File: src/hw/rtl/rsh_pkg.sv
`timescale 1ns / 1ps

package rsh_pkg;

    // band limits and output format
    localparam int MAX_BAND_LIMIT  = 8;
    localparam int VALUE_FRAC_BITS = 16;

    // configuration register indexes
    localparam logic [1:0] CFG_MAX_BAND  = 2'd0;
    localparam logic [1:0] CFG_SYMMETRIC = 2'd1;

    // multiplier rounding shifts
    localparam logic [5:0] MUL_SH_INT = 6'd0;
    localparam logic [5:0] MUL_SH_Q30 = 6'd30;
    localparam logic [5:0] MUL_SH_VAL = 6'(54 - VALUE_FRAC_BITS);

    localparam logic [63:0] INV4PI_Q40 = 64'd87496355274;

    // divide / root unit handshake
    typedef struct packed {
        logic start;
        logic is_sqrt;
    } t_du_req;

    typedef struct packed {
        logic        busy;
        logic [39:0] result;
    } t_du_rsp;

    typedef logic [8:0][8:0][31:0] t_ktab;

    // normalization constants K(l,m) in Q30, worked out at elaboration
    function automatic t_ktab build_ktab();
        t_ktab        t;
        logic [63:0]  df;
        logic [63:0]  fa;
        logic [63:0]  fb;
        logic [63:0]  a;
        logic [63:0]  rem;
        logic [63:0]  q;
        logic [63:0]  n;
        logic [63:0]  res;
        logic [63:0]  bitv;
        logic [127:0] prod;
        t = '0;
        for (int l = 0; l <= 8; l++) begin
            for (int m = 0; m <= l; m++) begin
                df = 64'd1;
                for (int i = 1; i <= 2 * m - 1; i += 2) df = df * 64'(i);
                fa = 64'd1;
                for (int i = 2; i <= l - m; i++) fa = fa * 64'(i);
                fb = 64'd1;
                for (int i = 2; i <= l + m; i++) fb = fb * 64'(i);
                a = 64'(2 * l + 1) * ((m != 0) ? 64'd2 : 64'd1) * df * df * fa;
                prod = 128'(INV4PI_Q40) * 128'(a);
                rem = '0;
                q = '0;
                for (int i = 127; i >= 0; i--) begin
                    rem = {rem[62:0], prod[i]};
                    q = {q[62:0], 1'b0};
                    if (rem >= fb) begin
                        rem = rem - fb;
                        q[0] = 1'b1;
                    end
                end
                n = q << 20;
                res = '0;
                bitv = 64'd1 << 62;
                for (int j = 0; j < 32; j++) begin
                    if (n >= res + bitv) begin
                        n = n - (res + bitv);
                        res = (res >> 1) + bitv;
                    end else begin
                        res = res >> 1;
                    end
                    bitv = bitv >> 2;
                end
                t[l][m] = res[31:0];
            end
        end
        return t;
    endfunction

    localparam t_ktab K_TAB = build_ktab();

endpackage

File: src/hw/rtl/rsh_mul.sv
`timescale 1ns / 1ps

// signed multiply, magnitude rounded half away from zero, registered result
module rsh_mul (
    input  logic               i_clk,
    input  logic signed [31:0] i_a,
    input  logic signed [35:0] i_b,
    input  logic        [5:0]  i_sh,
    output logic signed [39:0] o_p
);

    logic [31:0] mag_a;
    logic [35:0] mag_b;
    logic [67:0] prod;
    logic [67:0] rnd;
    logic [39:0] mag_p;
    logic        neg;

    always_comb begin
        mag_a = i_a[31] ? 32'(-i_a) : 32'(i_a);
        mag_b = i_b[35] ? 36'(-i_b) : 36'(i_b);
        prod  = 68'(mag_a) * 68'(mag_b);
        if (i_sh == rsh_pkg::MUL_SH_INT) begin
            rnd = prod;
        end else begin
            rnd = (prod + (68'd1 << (i_sh - 6'd1))) >> i_sh;
        end
        mag_p = rnd[39:0];
        neg   = i_a[31] ^ i_b[35];
    end

    always_ff @(posedge i_clk) begin
        o_p <= neg ? -$signed(mag_p) : $signed(mag_p);
    end

endmodule

File: config.mk
export PLATFORM = sky130hd
export DESIGN_NAME = rsh_mul
export DESIGN_NICKNAME = d
export VERILOG_FILES = /design/src/hw/rtl/rsh_pkg.sv /design/src/hw/rtl/rsh_mul.sv
export SDC_FILE = /design/constraint.sdc
export NUM_CORES = 2
export LEC_CHECK = 0
export BUFFER_PORTS_ARGS = -buffer_cell sky130_fd_sc_hd__buf_2
export CAP_MARGIN = 25
export CELL_PAD_IN_SITES_DETAIL_PLACEMENT = 0
export CELL_PAD_IN_SITES_GLOBAL_PLACEMENT = 2
export CORE_MARGIN = 4
export CORE_UTILIZATION = 43
export DETAILED_ROUTE_END_ITERATION = 10
export PLACE_DENSITY = 0.95
export SETUP_SLACK_MARGIN = 0.2
export SYNTH_ARGS = -nofsm -noshare
export SYNTH_HDL_FRONTEND = slang
export SYNTH_SLANG_ARGS = --single-unit
export TNS_END_PERCENT = 30
File: constraint.sdc
create_clock -name i_clk -period 28.7 [get_ports i_clk]
set_clock_uncertainty 0.2 [all_clocks]
set_input_delay 5.74 -clock i_clk [delete_from_list [all_inputs] [get_ports i_clk]]
set_output_delay 5.74 -clock i_clk [all_outputs]
set_load 0.02 [all_outputs]
Word level (Yosys, flattened, before mapping)
Cells that the tools add are included.
{"block": "op_classes", "magnitude_cmp": 0, "muxes": 4, "n_reduce_logical": 1, "n_bitwise": 1, "shifts": 2, "addsub": 5, "n_mul": 1, "eq_ne": 0, "div": 0}
{"cell": "$mux W40", "count": 2}
{"cell": "$add A68 B68 Y68", "count": 1}
{"cell": "$mul A32 B36 Y68", "count": 1}
{"cell": "$shl A1 B6 Y68 const A", "count": 1}
{"cell": "$shr A68 B6 Y40", "count": 1}
{"cell": "$neg A40 Y40", "count": 1}
{"cell": "$mux W36", "count": 1}
{"cell": "$neg A36 Y36", "count": 1}
{"cell": "$mux W32", "count": 1}
{"cell": "$neg A32 Y32", "count": 1}
{"cell": "$logic_not A6 Y1", "count": 1}
{"cell": "$sub A6 B1 Y6 const B", "count": 1}
{"cell": "$xor A1 B1 Y1", "count": 1}
{"block": "word_totals", "wordCells": 15, "mem_bits_ro": 0, "mem_bits_rw": 0, "latchBits": 0, "ff_bits": 40, "output_inout_bits": 40, "n_memories": 0}

Depth between registers and ports, before layout
{"block": "depth", "word_depth": 8, "mapped_depth": 62, "ltp_nobuf": 57}

Least setup slack after synthesis
OpenSTA, ideal clock, no wires.
{"block": "synth_path", "path_type": "input-to-reg", "start": "input port i_a[0]", "end": "register o_p[28]", "path_stages": 55, "path_slack_ns": 8.399, "t_required_ns": 28.428, "arrival_time_ns": 20.029, "setup_time_ns": 0.072, "cell_sequence": "clkinv_1 clkbuf_1 ha_1 nand2_1 or3_1 nor3_1 nand3_1 or4_1 or2_2 or4_1 o21ai_0 xor2_1 clkbuf_1 nor2_1 fa_1 inv_1 fa_1 fa_1 [19 not listed] xnor2_1 ha_1 nand4_1 nor4_1 nand3_1 nor3_1 o21ai_0 a2111oi_4 xor2_1 a21o_1 a311oi_4 a2111oi_4 o21ai_2 or3_4 or4b_4 buf_6 o31ai_2 xor2_1"}
{"block": "synth_via", "elab_chain_len": 8}
{"item": "from (decl)", "line_no": "rsh_mul.sv:6", "text": "input logic signed [31:0] i_a,"}
{"item": "$neg A32 Y32", "line_no": "rsh_mul.sv:20", "text": "mag_a = i_a[31] ? 32'(-i_a) : 32'(i_a);"}
{"item": "$mux W32 (*)", "line_no": "rsh_mul.sv:20"}
{"item": "$mul A32 B36 Y68 (*)", "line_no": "rsh_mul.sv:22", "text": "prod = 68'(mag_a) * 68'(mag_b);"}
{"item": "$add A68 B68 Y68", "line_no": "rsh_mul.sv:26", "text": "rnd = (prod + (68'd1 << (i_sh - 6'd1))) >> i_sh;"}
{"item": "$shr A68 B6 Y40", "line_no": "rsh_mul.sv:26"}
{"item": "$mux W40 (*)", "line_no": "rsh_mul.sv:23", "text": "if (i_sh == rsh_pkg::MUL_SH_INT) begin"}
{"item": "$neg A40 Y40", "line_no": "rsh_mul.sv:33", "text": "o_p <= neg ? -$signed(mag_p) : $signed(mag_p);"}
{"item": "$mux W40 (*)", "line_no": "rsh_mul.sv:33"}
{"item": "to (signal assigned)", "line_no": "rsh_mul.sv:33"}
{"item": "to (decl)", "line_no": "rsh_mul.sv:9", "text": "output logic signed [39:0] o_p"}
Mark *: on every way between the ends. The rest lies on a longest branch, timed or not.

Worst setup path in the final report
{"block": "layout_path", "start": "input port i_a[0]", "end": "register o_p[24]"}
The elaborated chain is that of the path after synthesis.

==> results_dict.tcl <==
set metrics [dict create \
    worst_setup_path_start_kind "input pin" \
    cp-end-kind "flip-flop" \
    synth_edf_count 0 \
    ys_types 98 \
    start_util 0.4335 \
    syn_area_per_cell_um2 7.981 \
    hold_depth 5 \
    htreeDepth 2 \
    multi_input_area_um2 46720 \
    timing.critical_path.mode_cell "fa_1" \
    path_buf_inv 4 \
    met3_usage 0.1054 \
    area_delta_synth_final_pct 6.537 \
    min_period_over_period 0.8435 \
    grt_pass1_vias 50700 \
    grt_usage 0.3667 \
    finalSetupViolCount 0 \
    mostFrequentLayoutCell "nor2_1" \
    crit_arrival_ps 24220 \
    placeableCoreArea_um2 118200 \
    regArea_um2 800.8 \
    vias_per_cell 6.340 \
    grt-ovfl-total 0 \
    final_util 0.4619 \
    drive_gt1_frac 0.07347 \
    hold_buffers 0 \
    die_height_um 353.3 \
    cts_max_path_buffers 2 \
    tightestPinTransition_ps 1192 \
    ys_seq_area_frac 0.01562 \
    num_vias 49880 \
    die_area_um2 124800 \
    fin_setup_tns_ps 0 \
    die_w_um 353.3 \
    dr.pass1.iters 7 \
    largest_reg_flops 40 \
    ys.flop_type "dfxtp_1" \
    worstPathRequired_ps 28710 \
    max_freq_ghz 0.04131 \
    path_max_fanout 35 \
    ios 115 \
    syn_area_um2 51260 \
    cts-root-buf "clkbuf_16" \
    cts_tree "yes" \
    num-fill-cells 11990 \
    crit_family "compound AO/OA/AOI/OAI gates" \
    slowest_delay_ps 830 \
    ys.warnings.count 0 \
    fin_nets 7754 \
    run_status "completed" \
    routedWlPerCell_um 29.45 \
    period_minus_slack_ps 24210 \
    top_usage_layer "met2" \
    drt_iter0_drc 5726 \
    hpwlAfterDp_um 189200 \
    worstSetupPathType "in2reg" \
    synth.net_count 7849 \
    regMostFlops "o_p" \
    io_buffer_count 114 \
    clkSinkCount 40 \
    cts_resized 0 \
    final_max_slew_viol_count 0 \
    drcViolationCount 0 \
    cts_setup_buffers 0 \
    synthArstFlopShare 0 \
    min_to "o_p[17]$_DFF_P_" \
    slowest_stage "a211oi_1" \
    grt_use_met2 0.5402 \
    use_met1 0.5136 \
    largestRegisters "o_p (40)" \
    drt_wl_total_um 231700 \
    path_clk_slew_ps 60 \
    ys_ff_latch 40 \
    hold_violations 0 \
    grt_pass1_wl_um 343300 \
    drv_cap 0 \
    min-delay-start "i_sh[5]" \
    final_cell_mix "nor2_1, fa_1, inv_1, nand2_1, ha_1" \
    hold_class "in2reg" \
    gp_routability_congestion 1.031 \
    grt_max_degree 74 \
    ant_nets 0 \
    slew_headroom 0.2052 \
    antenna_found_initial 10 \
    synthCells 6423 \
    cts_buffers 5 \
    placementRows 126 \
    grt_setup_unrepaired "false" \
]
## layout make-up
type,instances,share of cell area
clock buffers,5,0.002291
multi-input cells,5178,0.8555
diodes,3,0.0001375
well taps,1536,0.03519
clock inverters,3,0.0008477
repair buffers,289,0.03547
inverters,814,0.05595
flip-flops and latches,40,0.01466
## cells in the mapped netlist, types with 34 or more instances
master | instances | share of area
o21a_1 | 50 | 0.0073
o21ai_0 | 195 | 0.019
nand4_1 | 78 | 0.0095
and3_1 | 36 | 0.0044
o31ai_1 | 36 | 0.0053
mux2i_1 | 46 | 0.0090
nand3_1 | 60 | 0.0059
a21o_1 | 53 | 0.0078
inv_1 | 811 | 0.059
xor2_1 | 117 | 0.020
a21oi_1 | 274 | 0.027
or3_1 | 38 | 0.0046
fa_1 | 1017 | 0.40
a211oi_1 | 59 | 0.0086
nor3_1 | 116 | 0.011
clkbuf_1 | 353 | 0.026
nand2_1 | 744 | 0.054
a31oi_1 | 34 | 0.0041
nor2_1 | 1030 | 0.075
ha_1 | 334 | 0.082
o211ai_1 | 50 | 0.0073
xnor2_1 | 155 | 0.026
dfxtp_1 | 40 | 0.016
## metal layers
metal  routed length, µm  part of all wire
met1               95990              0.41
met2               97880              0.42
met3               27030              0.12
met4               10770             0.046
met5                  78           0.00034
## logic make-up after synthesis
logic type | count (synthesis) | share of synthesized area
buffers and inverters | 1205 | 0.08885
AND/OR/NAND/NOR | 2310 | 0.1951
AO/OA/AOI/OAI | 1184 | 0.1613
XOR/XNOR | 274 | 0.04711
adder cells (fa/ha/maj) | 1351 | 0.4787
flip-flops | 40 | 0.01562
multiplexers | 59 | 0.01338
## worst max-delay path by stage
stage / startpoint / cells past startpoint / to
after global placement: i_a[0] / 50 / o_p[24]$_DFF_P_
after global routing: i_a[0] / 54 / o_p[24]$_DFF_P_
after CTS: i_a[0] / 50 / o_p[24]$_DFF_P_
after detailed placement: i_a[0] / 50 / o_p[24]$_DFF_P_
after floorplan: i_a[0] / 55 / o_p[28]$_DFF_P_
final: i_a[0] / 53 / o_p[24]$_DFF_P_
## metrics by stage
step	instance area, µm²	hold WS [ps]	setup slack, ps	cells
4_1_cts	54520	5954	4796	7856
3_3_place_gp	54260	5964	4572	7840
3_5_place_dp	54340	5961	4515	7848
6_report	54610	5977	4493	7868
2_1_floorplan	51260	5879	8399	6423
5_1_grt	54600	6010	3598	7865
Power is left out: the tool's default activity adds up to more than one toggle a clock period on the data nets, which glitch-free logic cannot reach.
