### src/hw/rtl/rsh_pkg.sv
`timescale 1ns / 1ps

package rsh_pkg;

    // band limits and output format
    localparam int MAX_BAND_LIMIT  = 8;
    localparam int VALUE_FRAC_BITS = 16;

    // configuration register indexes
    localparam logic [1:0] CFG_MAX_BAND  = 2'd0;
    localparam logic [1:0] CFG_SYMMETRIC = 2'd1;

    // multiplier rounding shifts
    localparam logic [5:0] MUL_SH_INT = 6'd0;
    localparam logic [5:0] MUL_SH_Q30 = 6'd30;
    localparam logic [5:0] MUL_SH_VAL = 6'(54 - VALUE_FRAC_BITS);

    localparam logic [63:0] INV4PI_Q40 = 64'd87496355274;

    // divide / root unit handshake
    typedef struct packed {
        logic start;
        logic is_sqrt;
    } t_du_req;

    typedef struct packed {
        logic        busy;
        logic [39:0] result;
    } t_du_rsp;

    typedef logic [8:0][8:0][31:0] t_ktab;

    // normalization constants K(l,m) in Q30, worked out at elaboration
    function automatic t_ktab build_ktab();
        t_ktab        t;
        logic [63:0]  df;
        logic [63:0]  fa;
        logic [63:0]  fb;
        logic [63:0]  a;
        logic [63:0]  rem;
        logic [63:0]  q;
        logic [63:0]  n;
        logic [63:0]  res;
        logic [63:0]  bitv;
        logic [127:0] prod;
        t = '0;
        for (int l = 0; l <= 8; l++) begin
            for (int m = 0; m <= l; m++) begin
                df = 64'd1;
                for (int i = 1; i <= 2 * m - 1; i += 2) df = df * 64'(i);
                fa = 64'd1;
                for (int i = 2; i <= l - m; i++) fa = fa * 64'(i);
                fb = 64'd1;
                for (int i = 2; i <= l + m; i++) fb = fb * 64'(i);
                a = 64'(2 * l + 1) * ((m != 0) ? 64'd2 : 64'd1) * df * df * fa;
                prod = 128'(INV4PI_Q40) * 128'(a);
                rem = '0;
                q = '0;
                for (int i = 127; i >= 0; i--) begin
                    rem = {rem[62:0], prod[i]};
                    q = {q[62:0], 1'b0};
                    if (rem >= fb) begin
                        rem = rem - fb;
                        q[0] = 1'b1;
                    end
                end
                n = q << 20;
                res = '0;
                bitv = 64'd1 << 62;
                for (int j = 0; j < 32; j++) begin
                    if (n >= res + bitv) begin
                        n = n - (res + bitv);
                        res = (res >> 1) + bitv;
                    end else begin
                        res = res >> 1;
                    end
                    bitv = bitv >> 2;
                end
                t[l][m] = res[31:0];
            end
        end
        return t;
    endfunction

    localparam t_ktab K_TAB = build_ktab();

endpackage

### src/hw/rtl/rsh_divsqrt.sv
`timescale 1ns / 1ps

// shift-subtract unit: 40-step restoring divide or 32-step integer square root
module rsh_divsqrt (
    input  logic             i_clk,
    input  logic             i_rst_n,
    input  rsh_pkg::t_du_req i_req,
    input  logic [63:0]      i_num,
    input  logic [31:0]      i_den,
    output rsh_pkg::t_du_rsp o_rsp
);

    logic        r_busy;
    logic        r_sqrt;
    logic [5:0]  r_cnt;
    logic [33:0] r_rem;
    logic [63:0] r_num;
    logic [31:0] r_root;
    logic [31:0] r_den;

    logic [35:0] cand;
    logic [35:0] trial;
    logic [36:0] diff;
    logic        ge;

    always_comb begin
        if (r_sqrt) begin
            cand  = {r_rem, r_num[63:62]};
            trial = {2'b00, r_root, 2'b01};
        end else begin
            cand  = {3'b000, r_rem[31:0], r_num[39]};
            trial = {4'b0000, r_den};
        end
        diff = {1'b0, cand} - {1'b0, trial};
        ge   = !diff[36];
    end

    always_ff @(posedge i_clk) begin
        if (!i_rst_n) begin
            r_busy <= 1'b0;
        end else if (i_req.start) begin
            r_busy <= 1'b1;
        end else if (r_busy && r_cnt == 6'd1) begin
            r_busy <= 1'b0;
        end
    end

    always_ff @(posedge i_clk) begin
        if (i_req.start) begin
            r_sqrt <= i_req.is_sqrt;
            r_root <= '0;
            r_den  <= i_den;
            if (i_req.is_sqrt) begin
                r_cnt <= 6'd32;
                r_rem <= '0;
                r_num <= i_num;
            end else begin
                r_cnt <= 6'd40;
                r_rem <= {12'd0, i_num[61:40]};
                r_num <= {24'd0, i_num[39:0]};
            end
        end else if (r_busy) begin
            r_cnt <= r_cnt - 6'd1;
            r_rem <= ge ? diff[33:0] : cand[33:0];
            if (r_sqrt) begin
                r_root <= {r_root[30:0], ge};
                r_num  <= {r_num[61:0], 2'b00};
            end else begin
                r_num <= {r_num[62:0], ge};
            end
        end
    end

    assign o_rsp.busy   = r_busy;
    assign o_rsp.result = r_sqrt ? {8'd0, r_root} : r_num[39:0];

endmodule

### config.mk
export PLATFORM = sky130hd
export DESIGN_NAME = rsh_divsqrt
export DESIGN_NICKNAME = d
export VERILOG_FILES = /design/src/hw/rtl/rsh_pkg.sv /design/src/hw/rtl/rsh_divsqrt.sv
export SDC_FILE = /design/constraint.sdc
export NUM_CORES = 1
export LEC_CHECK = 0
export ABC_AREA = 0
export BUFFER_PORTS_ARGS = -buffer_cell sky130_fd_sc_hd__buf_2
export CAP_MARGIN = 5
export CORE_ASPECT_RATIO = 1.5
export CORE_MARGIN = 8
export CORE_UTILIZATION = 43
export CTS_BUF_LIST = sky130_fd_sc_hd__clkbuf_4 sky130_fd_sc_hd__clkbuf_8
export DETAILED_ROUTE_END_ITERATION = 7
export SLEW_MARGIN = 30
export SYNTH_ARGS = -nofsm -noshare
export SYNTH_HDL_FRONTEND = slang
export SYNTH_SLANG_ARGS = --single-unit
### constraint.sdc
create_clock -name i_clk -period 9.7 [get_ports i_clk]
set_clock_uncertainty 0.2 [all_clocks]
set_input_delay 0.485 -clock i_clk [delete_from_list [all_inputs] [get_ports i_clk]]
set_output_delay 0.485 -clock i_clk [all_outputs]
set_load 0.02 [all_outputs]
# == Yosys cells after proc, flatten, opt, wreduce, memory -nomap -nowiden ==
# Index checks and enable logic that the tools add are counted.
# op_classes
n_addsub,2
n_eq_ne,1
muxes,16
n_reduce_logical,5
# ops
operator,count
2-to-1 mux 64 bit,4
2-to-1 mux 34 bit,4
2-to-1 mux 40 bit,1
subtractor 36 x 36 -> 37 bit,1
2-to-1 mux 36 bit,1
2-to-1 mux 22 bit,1
2-to-1 mux 6 bit,2
"== test 6 x 1 -> 1 bit, second input constant",1
"subtractor 6 x 1 -> 6 bit, second input constant",1
2-to-1 mux 4 bit,1
nonzero test 2 bit,2
2-to-1 mux 1 bit,2
AND reduction 2 bit,1
logical AND 1 bit,1
zero test 1 bit,1
# totals
reg_bits,170
elab_cells,31

# == Logic depth before layout (Yosys ltp) ==
# Gate-level depths: netlist of run 1.
# logic_depth
depth_word,6
depth_mapped,17
depth_no_buf,14

# == Worst setup path after synthesis of run 1 ==
# Ideal clock, no wire load.
# synth_path
path_kind,flip-flop to flip-flop
start,register r_sqrt
end,register r_rem[16] (data pin)
setup_time_ps,261
arrival_ps,4171
slack_ps,5069
stages_incl_launch_ff,16
path_buffers,6
period_less_slack_ps,4631
cell_sequence,edfxtp_1 > buf_1 > clkbuf_1 > buf_1 > buf_1 > mux2i_1 > ha_1 > clkbuf_1 > nand2_1 > or4_4 > o211ai_2 > nand2_1 > o31ai_4 > buf_6 > nor2_1 > a221o_1
# synth_via
elab_chain_cells,5
word_cells_on_any_way,6
# synth_rtl
item,line,rtl
start: declaration,rsh_divsqrt.sv:14,logic r_sqrt;
start signal: assignment,rsh_divsqrt.sv:50,r_sqrt <= i_req.is_sqrt;
2-to-1 mux 36 bit or 2-to-1 mux 34 bit (tied branches),rsh_divsqrt.sv:27,if (r_sqrt) begin
subtractor 36 x 36 -> 37 bit,rsh_divsqrt.sv:34,"diff = {1'b0, cand} - {1'b0, trial};"
2-to-1 mux 34 bit *,rsh_divsqrt.sv:64,r_rem <= ge ? diff[33:0] : cand[33:0];
2-to-1 mux 34 bit *,rsh_divsqrt.sv:62,end else if (r_busy) begin
2-to-1 mux 34 bit *,rsh_divsqrt.sv:49,if (i_req.start) begin
end signal: assignment,rsh_divsqrt.sv:59,"r_rem <= {12'd0, i_num[61:40]};"
end signal: assignment,rsh_divsqrt.sv:64,
end: declaration,rsh_divsqrt.sv:16,logic [33:0] r_rem;
# Every way passes the cells marked *; elsewhere a longest branch is shown, timed or not. The select of a mux whose other input is x is not followed.
# A chain may end at the register's enable or synchronous reset.

# == Worst setup path in the final report of run 1 ==
# layout_path
start,register r_sqrt
end,register r_rem[21] (data pin)
# Same word-level chain as after synthesis.

==> results of run 1 <==
## layout make-up
class                      instances  share of cell area (%)
timing repair buffer             187                    9.64
clock inverter                    15                    1.54
multi-input combinational        759                    42.9
clock buffer                      17                    1.96
tap                              319                    3.35
inverter                          16                   0.504
sequential                       170                    40.1
## where the power goes
group	leakage, nW	internal (mW)	switching (mW)
sequential	1.67	0.939	0.0625
clock	0.217	0.260	0.290
combinational	3.01	0.575	0.745
total	4.90	1.77	1.10
## worst reg2reg max path: stages, from the launching register on
cell,delay (ns)
edfxtp_1,0.35
buf_4,0.71
buf_4,0.89
mux2i_1,0.24
ha_1,0.41
and3_1,0.20
a221oi_2,0.09
a21oi_1,0.31
a21oi_2,0.16
o211ai_2,0.20
nand2_1,0.13
o31ai_4,0.22
buf_4,0.56
o21ai_0,0.23
a31o_2,0.24
## layer usage
metal | GRT usage, % | share of wire, %
met1 | 20.2 | 39
met2 | 36.2 | 54
met3 | 3.17 | 3.4
met4 | 9.51 | 3.5
met5 | 0 | 0
## metrics by stage
| stage | total power, mW | setup WS (ns) | hold WS [ns] | utilization (%) | instances |
|---|---|---|---|---|---|
| 4_1_cts | 2.90 | 4.35 | 0.0328 | 50.7 | 1483 |
| 5_1_grt | 3.06 | 3.97 | 0.0600 | 50.7 | 1483 |
| 3_3_place_gp | 2.32 | 4.43 | 0.245 | 47.5 | 1417 |
| 3_5_place_dp | 2.33 | 4.36 | 0.248 | 47.5 | 1417 |
| 2_1_floorplan | 2.03 | 5.07 | 0.237 | - | 1006 |
| 6_report | 2.87 | 4.33 | 0.0828 | 50.7 | 1483 |
## path summary, 6_finish.rpt
kind	depth (start not counted)	startpoint	endpoint	slack (ns)
hold / removal	3	i_num[29]	r_num[29]$_DFFE_PP_	0.08
setup reg to reg	14	r_sqrt$_DFFE_PP_	r_rem[21]$_DFFE_PP_	4.33
hold reg to reg	2	r_root[31]$_SDFFE_PP0P_	r_root[31]$_SDFFE_PP0P_	0.26
setup / recovery	14	r_sqrt$_DFFE_PP_	r_rem[21]$_DFFE_PP_	4.33
## layout by cell type (no fill, tap or decap), drive strengths merged, types with 7 or more instances in the layout
master,n
dlygate4sd3,34
mux2,61
a31oi,7
mux2i,107
nand2b,8
nor2,40
nand3,9
xor2,10
clkbuf,17
ha,36
dfxtp,33
buf,153
inv,22
edfxtp,137
nor2b,11
xnor2,23
nor3,7
o21ai,90
a21oi,104
a21o,9
nand2,172
o211ai,7
## logic make-up after synthesis
group	synth area share (%)
multiplexers	17.2
AO/OA/AOI/OAI	14.1
XOR/XNOR	2.83
buffers and inverters	3.13
flip-flops	46.8
adder cells (fa/ha/maj)	4.61
AND/OR/NAND/NOR	11.3
## state kept, by name, summed over array words and instances, names as in the netlist
signal	flops
r_root	32
r_num	64
r_rem	34
r_sqrt	1
r_busy	1
r_den	32
r_cnt	6
==> impl_metrics.yaml, run 1 <==
status:
  status: "complete, no violations"
clock_tree:
  cts_hold_buffers: 34
  cts_max_path_buffers: 2
  h-tree-depth: 4
  cts_root_buf: "clkbuf_8"
  cts_num_sinks: 170
  cts_tree: "done"
  path_clk_slew_ns: 0.10
  post_cts_buffers: 0
  cts-resized-gates: 0
  cts_buffers: 17
  clk_latency_ns: 0.47
synthesis:
  synth_common_cells: "172 x nand2_1, 137 x edfxtp_1, 107 x mux2i_1"
  synth.most_common_cell: "nand2_1"
  synth_area_sq_mm: 0.0102
  ys.flop_type: "edfxtp_1"
  ys_types: 55
  netlist_top_cells_area: "edfxtp_1 40%, mux2i_1 10%, mux2_2 6.7%"
  ys_seq_area_share_pct: 46.8
  syn_avg_cell_area_sq_um: 10.1
  synth_seq_cells: 170
  syn_inst: 1006
  yosys.area.top_type: "edfxtp_1"
  yosysTopAreaCellShare_pct: 40.3
  syn_nets: 1143
  synth_edf_count: 137
  async_flop_share_pct: 0
  yosys_warnings: 0
pwr:
  ir_drop_mv: 0.171
  leakage_nw: 4.90
  powerDensity_mw_per_mm2: 241
cells_and_area:
  drive_above_1_share_pct: 21.8
  fill_cells: 2194
  syn_to_final_growth_pct: 16.7
  regArea_sq_mm: 0.00477
  finalInstanceArea_sq_mm: 0.0119
  multiInputGateArea_sq_mm: 0.00512
  final_net_count: 1288
  antennaDiodeCount: 0
timing:
  clock.fmax_ghz: 0.186
  finalCritPeriodShare_pct: 55.3
  slew_violations: 0
  setup_viol: 0
  fin_crit_ns: 5.37
  slew_headroom_pct: 37.8
  finalSetupTns_ns: 0
  hold_viol: 0
  tightest_slew_ns: 0.933
  rsz0062_at_grt: "no"
place:
  placed_area_sq_mm: 0.0112
  portBuffers: 140
  dp_hpwl_um: 20600
  gp_congestion: 0.887
floorplanning:
  die_h_um: 205
  pin_count: 141
  initial_utilization_pct: 43.5
  dieArea_sq_mm: 0.0290
  core_area_sq_mm: 0.0235
  rows: 69
  dieWidth_um: 142
global_routing:
  grt_max_degree: 78
  antenna_found_initial: 0
  grt.total_usage_pct: 19.2
  grt_pass1_vias: 8282
  grt_pass1_wl_um: 43500
  gr-total-overflow: 0
detailed_routing:
  via_per_inst: 5.35
  antenna_left: 0
  drc: 0
  wl_per_cell_um: 18.9
  dr.pass1.iters: 4
  wl_um: 28000
  drt-initial-drc-count: 413
  vias: 7939
setup_path:
  critical_path_buf_inv_count: 3
  crit_fanout: 65
  cp_slowest_stage_delay_ns: 0.84
  crit_arrival_ns: 5.41
  crit_path_frequent_cell: "buf_4"
  worst_ep_required_time_ns: 9.74
  critical_path_class: "reg2reg"
  critPathSlowestCell: "buf_4"
  end_kind: "flip-flop"
  worstPathCellList: "buf_4 > buf_4 > mux2i_1 > ha_1 > and3_1 > a221oi_2 > a21oi_1 > a21oi_2 > o211ai_2 > nand2_1 > o31ai_4 > buf_4 > o21ai_0 > a31o_2"
  startpoint_type: "flip-flop"
  path_delay_family: "buffers and inverters"
run:
  drv_cap: 0
hold_path:
  hold_path_class: "in2reg"
No activity file was read; power rests on OpenSTA's default activity.
==> run 2, diff against run 1 <==
Clock period 9.7 ns to 5.3 ns, I/O delays scaled along.
==> run 2 against run 1 <==
Net effect:
- non-clock buffer count increased by 67
- die area did not move
- flip-flop and latch count unchanged
- routed wire length increased by 3.2%
- global-route usage grew 0.68 points
- critical path type unchanged
- largest cell class unchanged
- highest routed layer unchanged
==> impl_metrics.yaml, run 2 (synthesis gave the netlist of run 1 again) <==
status:
  status: "complete, no violations"
pwr:
  ir_drop_mv: 0.221
  finalPower_mw: 5.29
  powerDensity_mw_per_mm2: 420
  leakage_nw: 5.18
global_routing:
  antenna_found_initial: 0
  grt_max_degree: 75
  grt_pass1_wl_um: 45100
  grt_pass1_vias: 8654
  grt.total_usage_pct: 19.9
  gr-total-overflow: 0
cells_and_area:
  final_net_count: 1355
  antennaDiodeCount: 0
  mostFrequentLayoutCell: "nand2_1"
  final_cell_mix: "172 x nand2_1, 139 x buf_2, 137 x edfxtp_1, 107 x mux2i_1, 103 x a21oi_1"
  fill_cells: 2129
  largest_reg_flops: 64
  regArea_sq_mm: 0.00477
  syn_to_final_growth_pct: 23.3
  utilization_pct: 53.6
  top_register: "r_num"
  multiInputGateArea_sq_mm: 0.00512
  drive_above_1_share_pct: 21.0
  top_regs: "r_num (64), r_rem (34)"
floorplanning:
  pin_count: 141
  initial_utilization_pct: 43.5
  rows: 69
  dieWidth_um: 142
  die_h_um: 205
  dieArea_sq_mm: 0.0290
  core_area_sq_mm: 0.0235
place:
  dp_hpwl_um: 20600
  gp_congestion: 0.885
  place_ws_ns: 0.998
  portBuffers: 140
clock_tree:
  cts_buffers: 17
  cts-resized-gates: 0
  path_clk_slew_ns: 0.09
  cts_root_buf: "clkbuf_8"
  cts_num_sinks: 170
  clk_latency_ns: 0.50
  h-tree-depth: 4
  cts_max_path_buffers: 2
  cts_tree: "done"
detailed_routing:
  vias: 8270
  dr.pass1.iters: 5
  drt-initial-drc-count: 424
  wl_um: 28900
  drc: 0
  via_per_inst: 5.34
  antenna_left: 0
  wl_per_cell_um: 18.6
setup_path:
  critical_path_class: "reg2reg"
  end_kind: "flip-flop"
  crit_arrival_ns: 4.34
  startpoint_type: "flip-flop"
  worst_ep_required_time_ns: 5.34
  crit_fanout: 38
run:
  drv_cap: 0
timing:
  slew_violations: 0
  slew_headroom_pct: 46.1
  tightest_slew_ns: 0.806
  clock.fmax_ghz: 0.233
  fin_crit_ns: 4.30
  rsz0062_at_grt: "no"
  timing.final.ws_setup_ns: 0.999
  finalSetupTns_ns: 0
  finalCritPeriodShare_pct: 81.1
  hold_viol: 0
  setup_viol: 0
hold_path:
  hold_path_class: "in2reg"
-- run 2: cell count changes in the layout (fill, tap and decap cells not counted) --
cell,delta
buf_6,-1
clkbuf_4,+3
clkinvlp_4,+1
buf_12,+3
inv_8,-1
clkinv_1,-1
inv_6,-1
buf_4,+1
dlygate4sd3_1,+64
bufinv_16,-1
-- run 2: metrics by stage --
step	instances	hold WS, ns	cell area, sq um
final	1550	0.0641	12600
after global placement	1420	0.242	11200
after floorplan	1006	0.164	10200
after detailed placement	1420	0.243	11200
after CTS	1550	0.0274	12600
after global routing	1550	0.0665	12600
-- run 2: what timing repair did --
action,in CTS,in global routing
hold buffers,98,0
endpoints found under the hold margin,118,0
buffers inserted,0,0
-- run 2: routing by layer --
layer | routed length, um | up-vias | track usage [%]
met3 | 997 | 55 | 3.62
met4 | 1130 | 0 | 10.5
met1 | 11400 | 3924 | 21.6
met2 | 15300 | 198 | 36.1
li1 | - | 4093 | -
met5 | 0 | - | 0
-- run 2: cell type report --
| class | count | area share [%] |
|---|---|---|
| clock buffers | 20 | 2.04 |
| flip-flops and latches | 170 | 37.9 |
| repair buffers | 254 | 14.7 |
| multi-input cells | 759 | 40.6 |
| inverters | 16 | 0.477 |
| clock inverters | 12 | 1.09 |
| well taps | 319 | 3.17 |
-- run 2: worst max-delay path, stage by stage (launching register included) --
cell and delay (ns):
edfxtp_1 0.41, buf_12 0.25, buf_4 0.31, mux2_2 0.38, ha_1 0.42, nand2_1 0.14
or4_4 0.56, o211ai_2 0.17, nand2_1 0.14, o31ai_4 0.43, buf_4 0.29, o21ai_0 0.11
a31o_2 0.21
-- run 2: path summary, 6_finish.rpt --
kind / depth (start not counted) / startpoint / slack (ns) / to
hold / removal: 2 / i_req[1] / 0.06 / r_root[1]$_SDFFE_PP0P_
setup / recovery: 12 / r_sqrt$_DFFE_PP_ / 1.0 / r_rem[21]$_DFFE_PP_
setup reg to reg: 12 / r_sqrt$_DFFE_PP_ / 1.0 / r_rem[21]$_DFFE_PP_
hold reg to reg: 2 / r_root[31]$_SDFFE_PP0P_ / 0.26 / r_root[31]$_SDFFE_PP0P_
-- run 2: power by group --
group | total, mW | switching, mW | internal, mW | leakage, nW
sequential | 1.83 | 0.114 | 1.72 | 1.67
combinational | 2.49 | 1.38 | 1.11 | 3.31
clock | 0.967 | 0.525 | 0.441 | 0.204
==> run 3, diff against run 2 <==
Clock period 5.3 ns to 4 ns, I/O delays scaled along.
==> run 3 against run 2 <==
Net effect:
- first-iteration DRC count increased by 38%
- combinational power increased by 51%
- flip-flop and latch count unchanged
- via count increased by 3.8%
- critical path type unchanged
- largest cell class unchanged
==> impl_metrics.yaml, run 3 (synthesis gave the netlist of run 1 again) <==
status:
  status: "complete, no violations"
cells_and_area:
  drive_above_1_share_pct: 23.8
  top_regs: "r_num (64), r_rem (34)"
  syn_to_final_growth_pct: 29.3
  mostFrequentLayoutCell: "nand2_1"
  utilization_pct: 56.2
  top_register: "r_num"
  final_net_count: 1406
  largest_reg_flops: 64
  final_cell_mix: "170 x nand2_1, 139 x buf_2, 137 x edfxtp_1, 116 x dlygate4sd3_1, 102 x mux2i_1"
  final_cells: 1603
floorplanning:
  dieArea_sq_mm: 0.0290
  dieWidth_um: 142
  pin_count: 141
  die_h_um: 205
  rows: 69
  initial_utilization_pct: 43.5
  core_area_sq_mm: 0.0235
detailed_routing:
  drt-initial-drc-count: 587
  drc: 0
  antenna_left: 0
  wl_um: 30000
  via_per_inst: 5.35
  vias: 8581
  dr.pass1.iters: 5
  wl_per_cell_um: 18.7
setup_path:
  critical_path_buf_inv_count: 5
  crit_path_frequent_cell: "a21oi_2"
  crit_arrival_ns: 3.92
  path_delay_family: "compound AO/OA/AOI/OAI gates"
  end_kind: "flip-flop"
  crit_cells: 17
  startpoint_type: "flip-flop"
  r2r_setup_slack_ns: 0.12
  r2r_end: "r_rem[0]$_DFFE_PP_"
  critPathSlowestCell: "edfxtp_1"
  crit_fanout: 17
  reg2reg_depth: 17
  critical_path_class: "reg2reg"
  worstPathCellList: "buf_12 > nor2b_1 > a21oi_2 > ha_1 > inv_1 > fa_1 > a21o_1 > a221oi_2 > a21oi_2 > a21oi_2 > buf_4 > o211ai_2 > nand2_2 > o31ai_4 > buf_12 > clkbuf_16 > a221o_1"
  timing.rr.start: "r_sqrt$_DFFE_PP_"
  cp_slowest_stage_delay_ns: 0.42
  worst_ep_required_time_ns: 4.04
hold_path:
  hold_depth: 2
  hold_path_class: "in2reg"
  hp-start: "i_req[1]"
  hold_path_end: "r_num[12]$_DFFE_PP_"
timing:
  slew_violations: 0
  tightest_slew_ns: 0.874
  setup_viol: 0
  timing.hold.ws_ns: 0.0421
  finalCritPeriodShare_pct: 97.1
  hold_viol: 0
  clock.fmax_ghz: 0.257
  slew_headroom_pct: 41.5
  fin_crit_ns: 3.88
  timing.final.ws_setup_ns: 0.115
run:
  drv_cap: 0
global_routing:
  grt_pass1_vias: 9102
  gr-total-overflow: 0
  grt_pass1_wl_um: 47500
  antenna_found_initial: 0
  grt_max_degree: 62
  grt.total_usage_pct: 21.0
place:
  gp_congestion: 0.930
  portBuffers: 140
  dp_hpwl_um: 21400
  place_ws_ns: 0.0518
  place_inst: 1446
clock_tree:
  cts_num_sinks: 170
  cts_buffers: 17
  cts_root_buf: "clkbuf_8"
  cts_max_path_buffers: 2
  cts_tree: "done"
  h-tree-depth: 4
  clk_latency_ns: 0.49
  path_clk_slew_ns: 0.10
pwr:
  power.switching_mw: 2.86
  pwr-share-clk_pct: 17.5
  pwr-share-seq_pct: 32.5
  power.share.switching_pct: 38.1
  power.internal_mw: 4.65
  leakage_nw: 5.45
  powerDensity_mw_per_mm2: 569
  p_comb_share_pct: 50.0
  ir_drop_mv: 0.291
  finalPower_mw: 7.51
run 3: worst max path at each step:
stage                      from                 endpoint  slack [ns]
6_report       r_sqrt$_DFFE_PP_       r_rem[0]$_DFFE_PP_        0.12
5_1_grt        r_sqrt$_DFFE_PP_       r_rem[0]$_DFFE_PP_       -0.05
4_1_cts        r_sqrt$_DFFE_PP_  r_rem[31]$_SDFFCE_PP0P_        0.01
3_5_place_dp   r_sqrt$_DFFE_PP_  r_rem[31]$_SDFFCE_PP0P_        0.05
3_3_place_gp   r_sqrt$_DFFE_PP_       r_rem[9]$_DFFE_PP_        0.12
2_1_floorplan  r_sqrt$_DFFE_PP_      r_rem[16]$_DFFE_PP_       0.002
run 3: layout make-up:
class                   count  area [sq um]
fillers                  2100         10300
multi-input cells         759          5180
flip-flops and latches    170          4770
repair buffers            305          2360
well taps                 319           399
clock buffers              19           262
clock inverters            13           158
inverters                  16          60.1
diodes                      2          5.00
run 3: metrics by stage:
stage | cell area [sq um] | TNS (ns)
after detailed placement | 11400 | 0
after global placement | 11400 | 0
final | 13200 | 0
after CTS | 13000 | 0
after floorplan | 10200 | 0
after global routing | 13200 | -0.233
run 3: power by group through the flow:
stage | clock network, mW | registers, mW | logic, mW
2_1_floorplan | 0 | 2.40 | 2.53
3_3_place_gp | 0 | 2.48 | 3.42
3_5_place_dp | 0 | 2.48 | 3.43
4_1_cts | 1.35 | 2.44 | 3.54
5_1_grt | 1.41 | 2.48 | 4.13
6_report | 1.31 | 2.44 | 3.75
run 3: per-layer routing:
metal | global-route usage [%] | vias to the layer above | share of wire, %
met3 | 3.80 | 84 | 3.3
met1 | 22.1 | 4084 | 38
li1 | - | 4202 | -
met4 | 12.0 | 0 | 5.0
met5 | 0 | - | 0
met2 | 38.4 | 211 | 53
run 3: timing repair:
action,in CTS,in global routing
hold endpoints to repair,120,0
buffers inserted,0,5
setup endpoints to repair,0,31
gates resized for setup,0,18
hold buffers,116,0
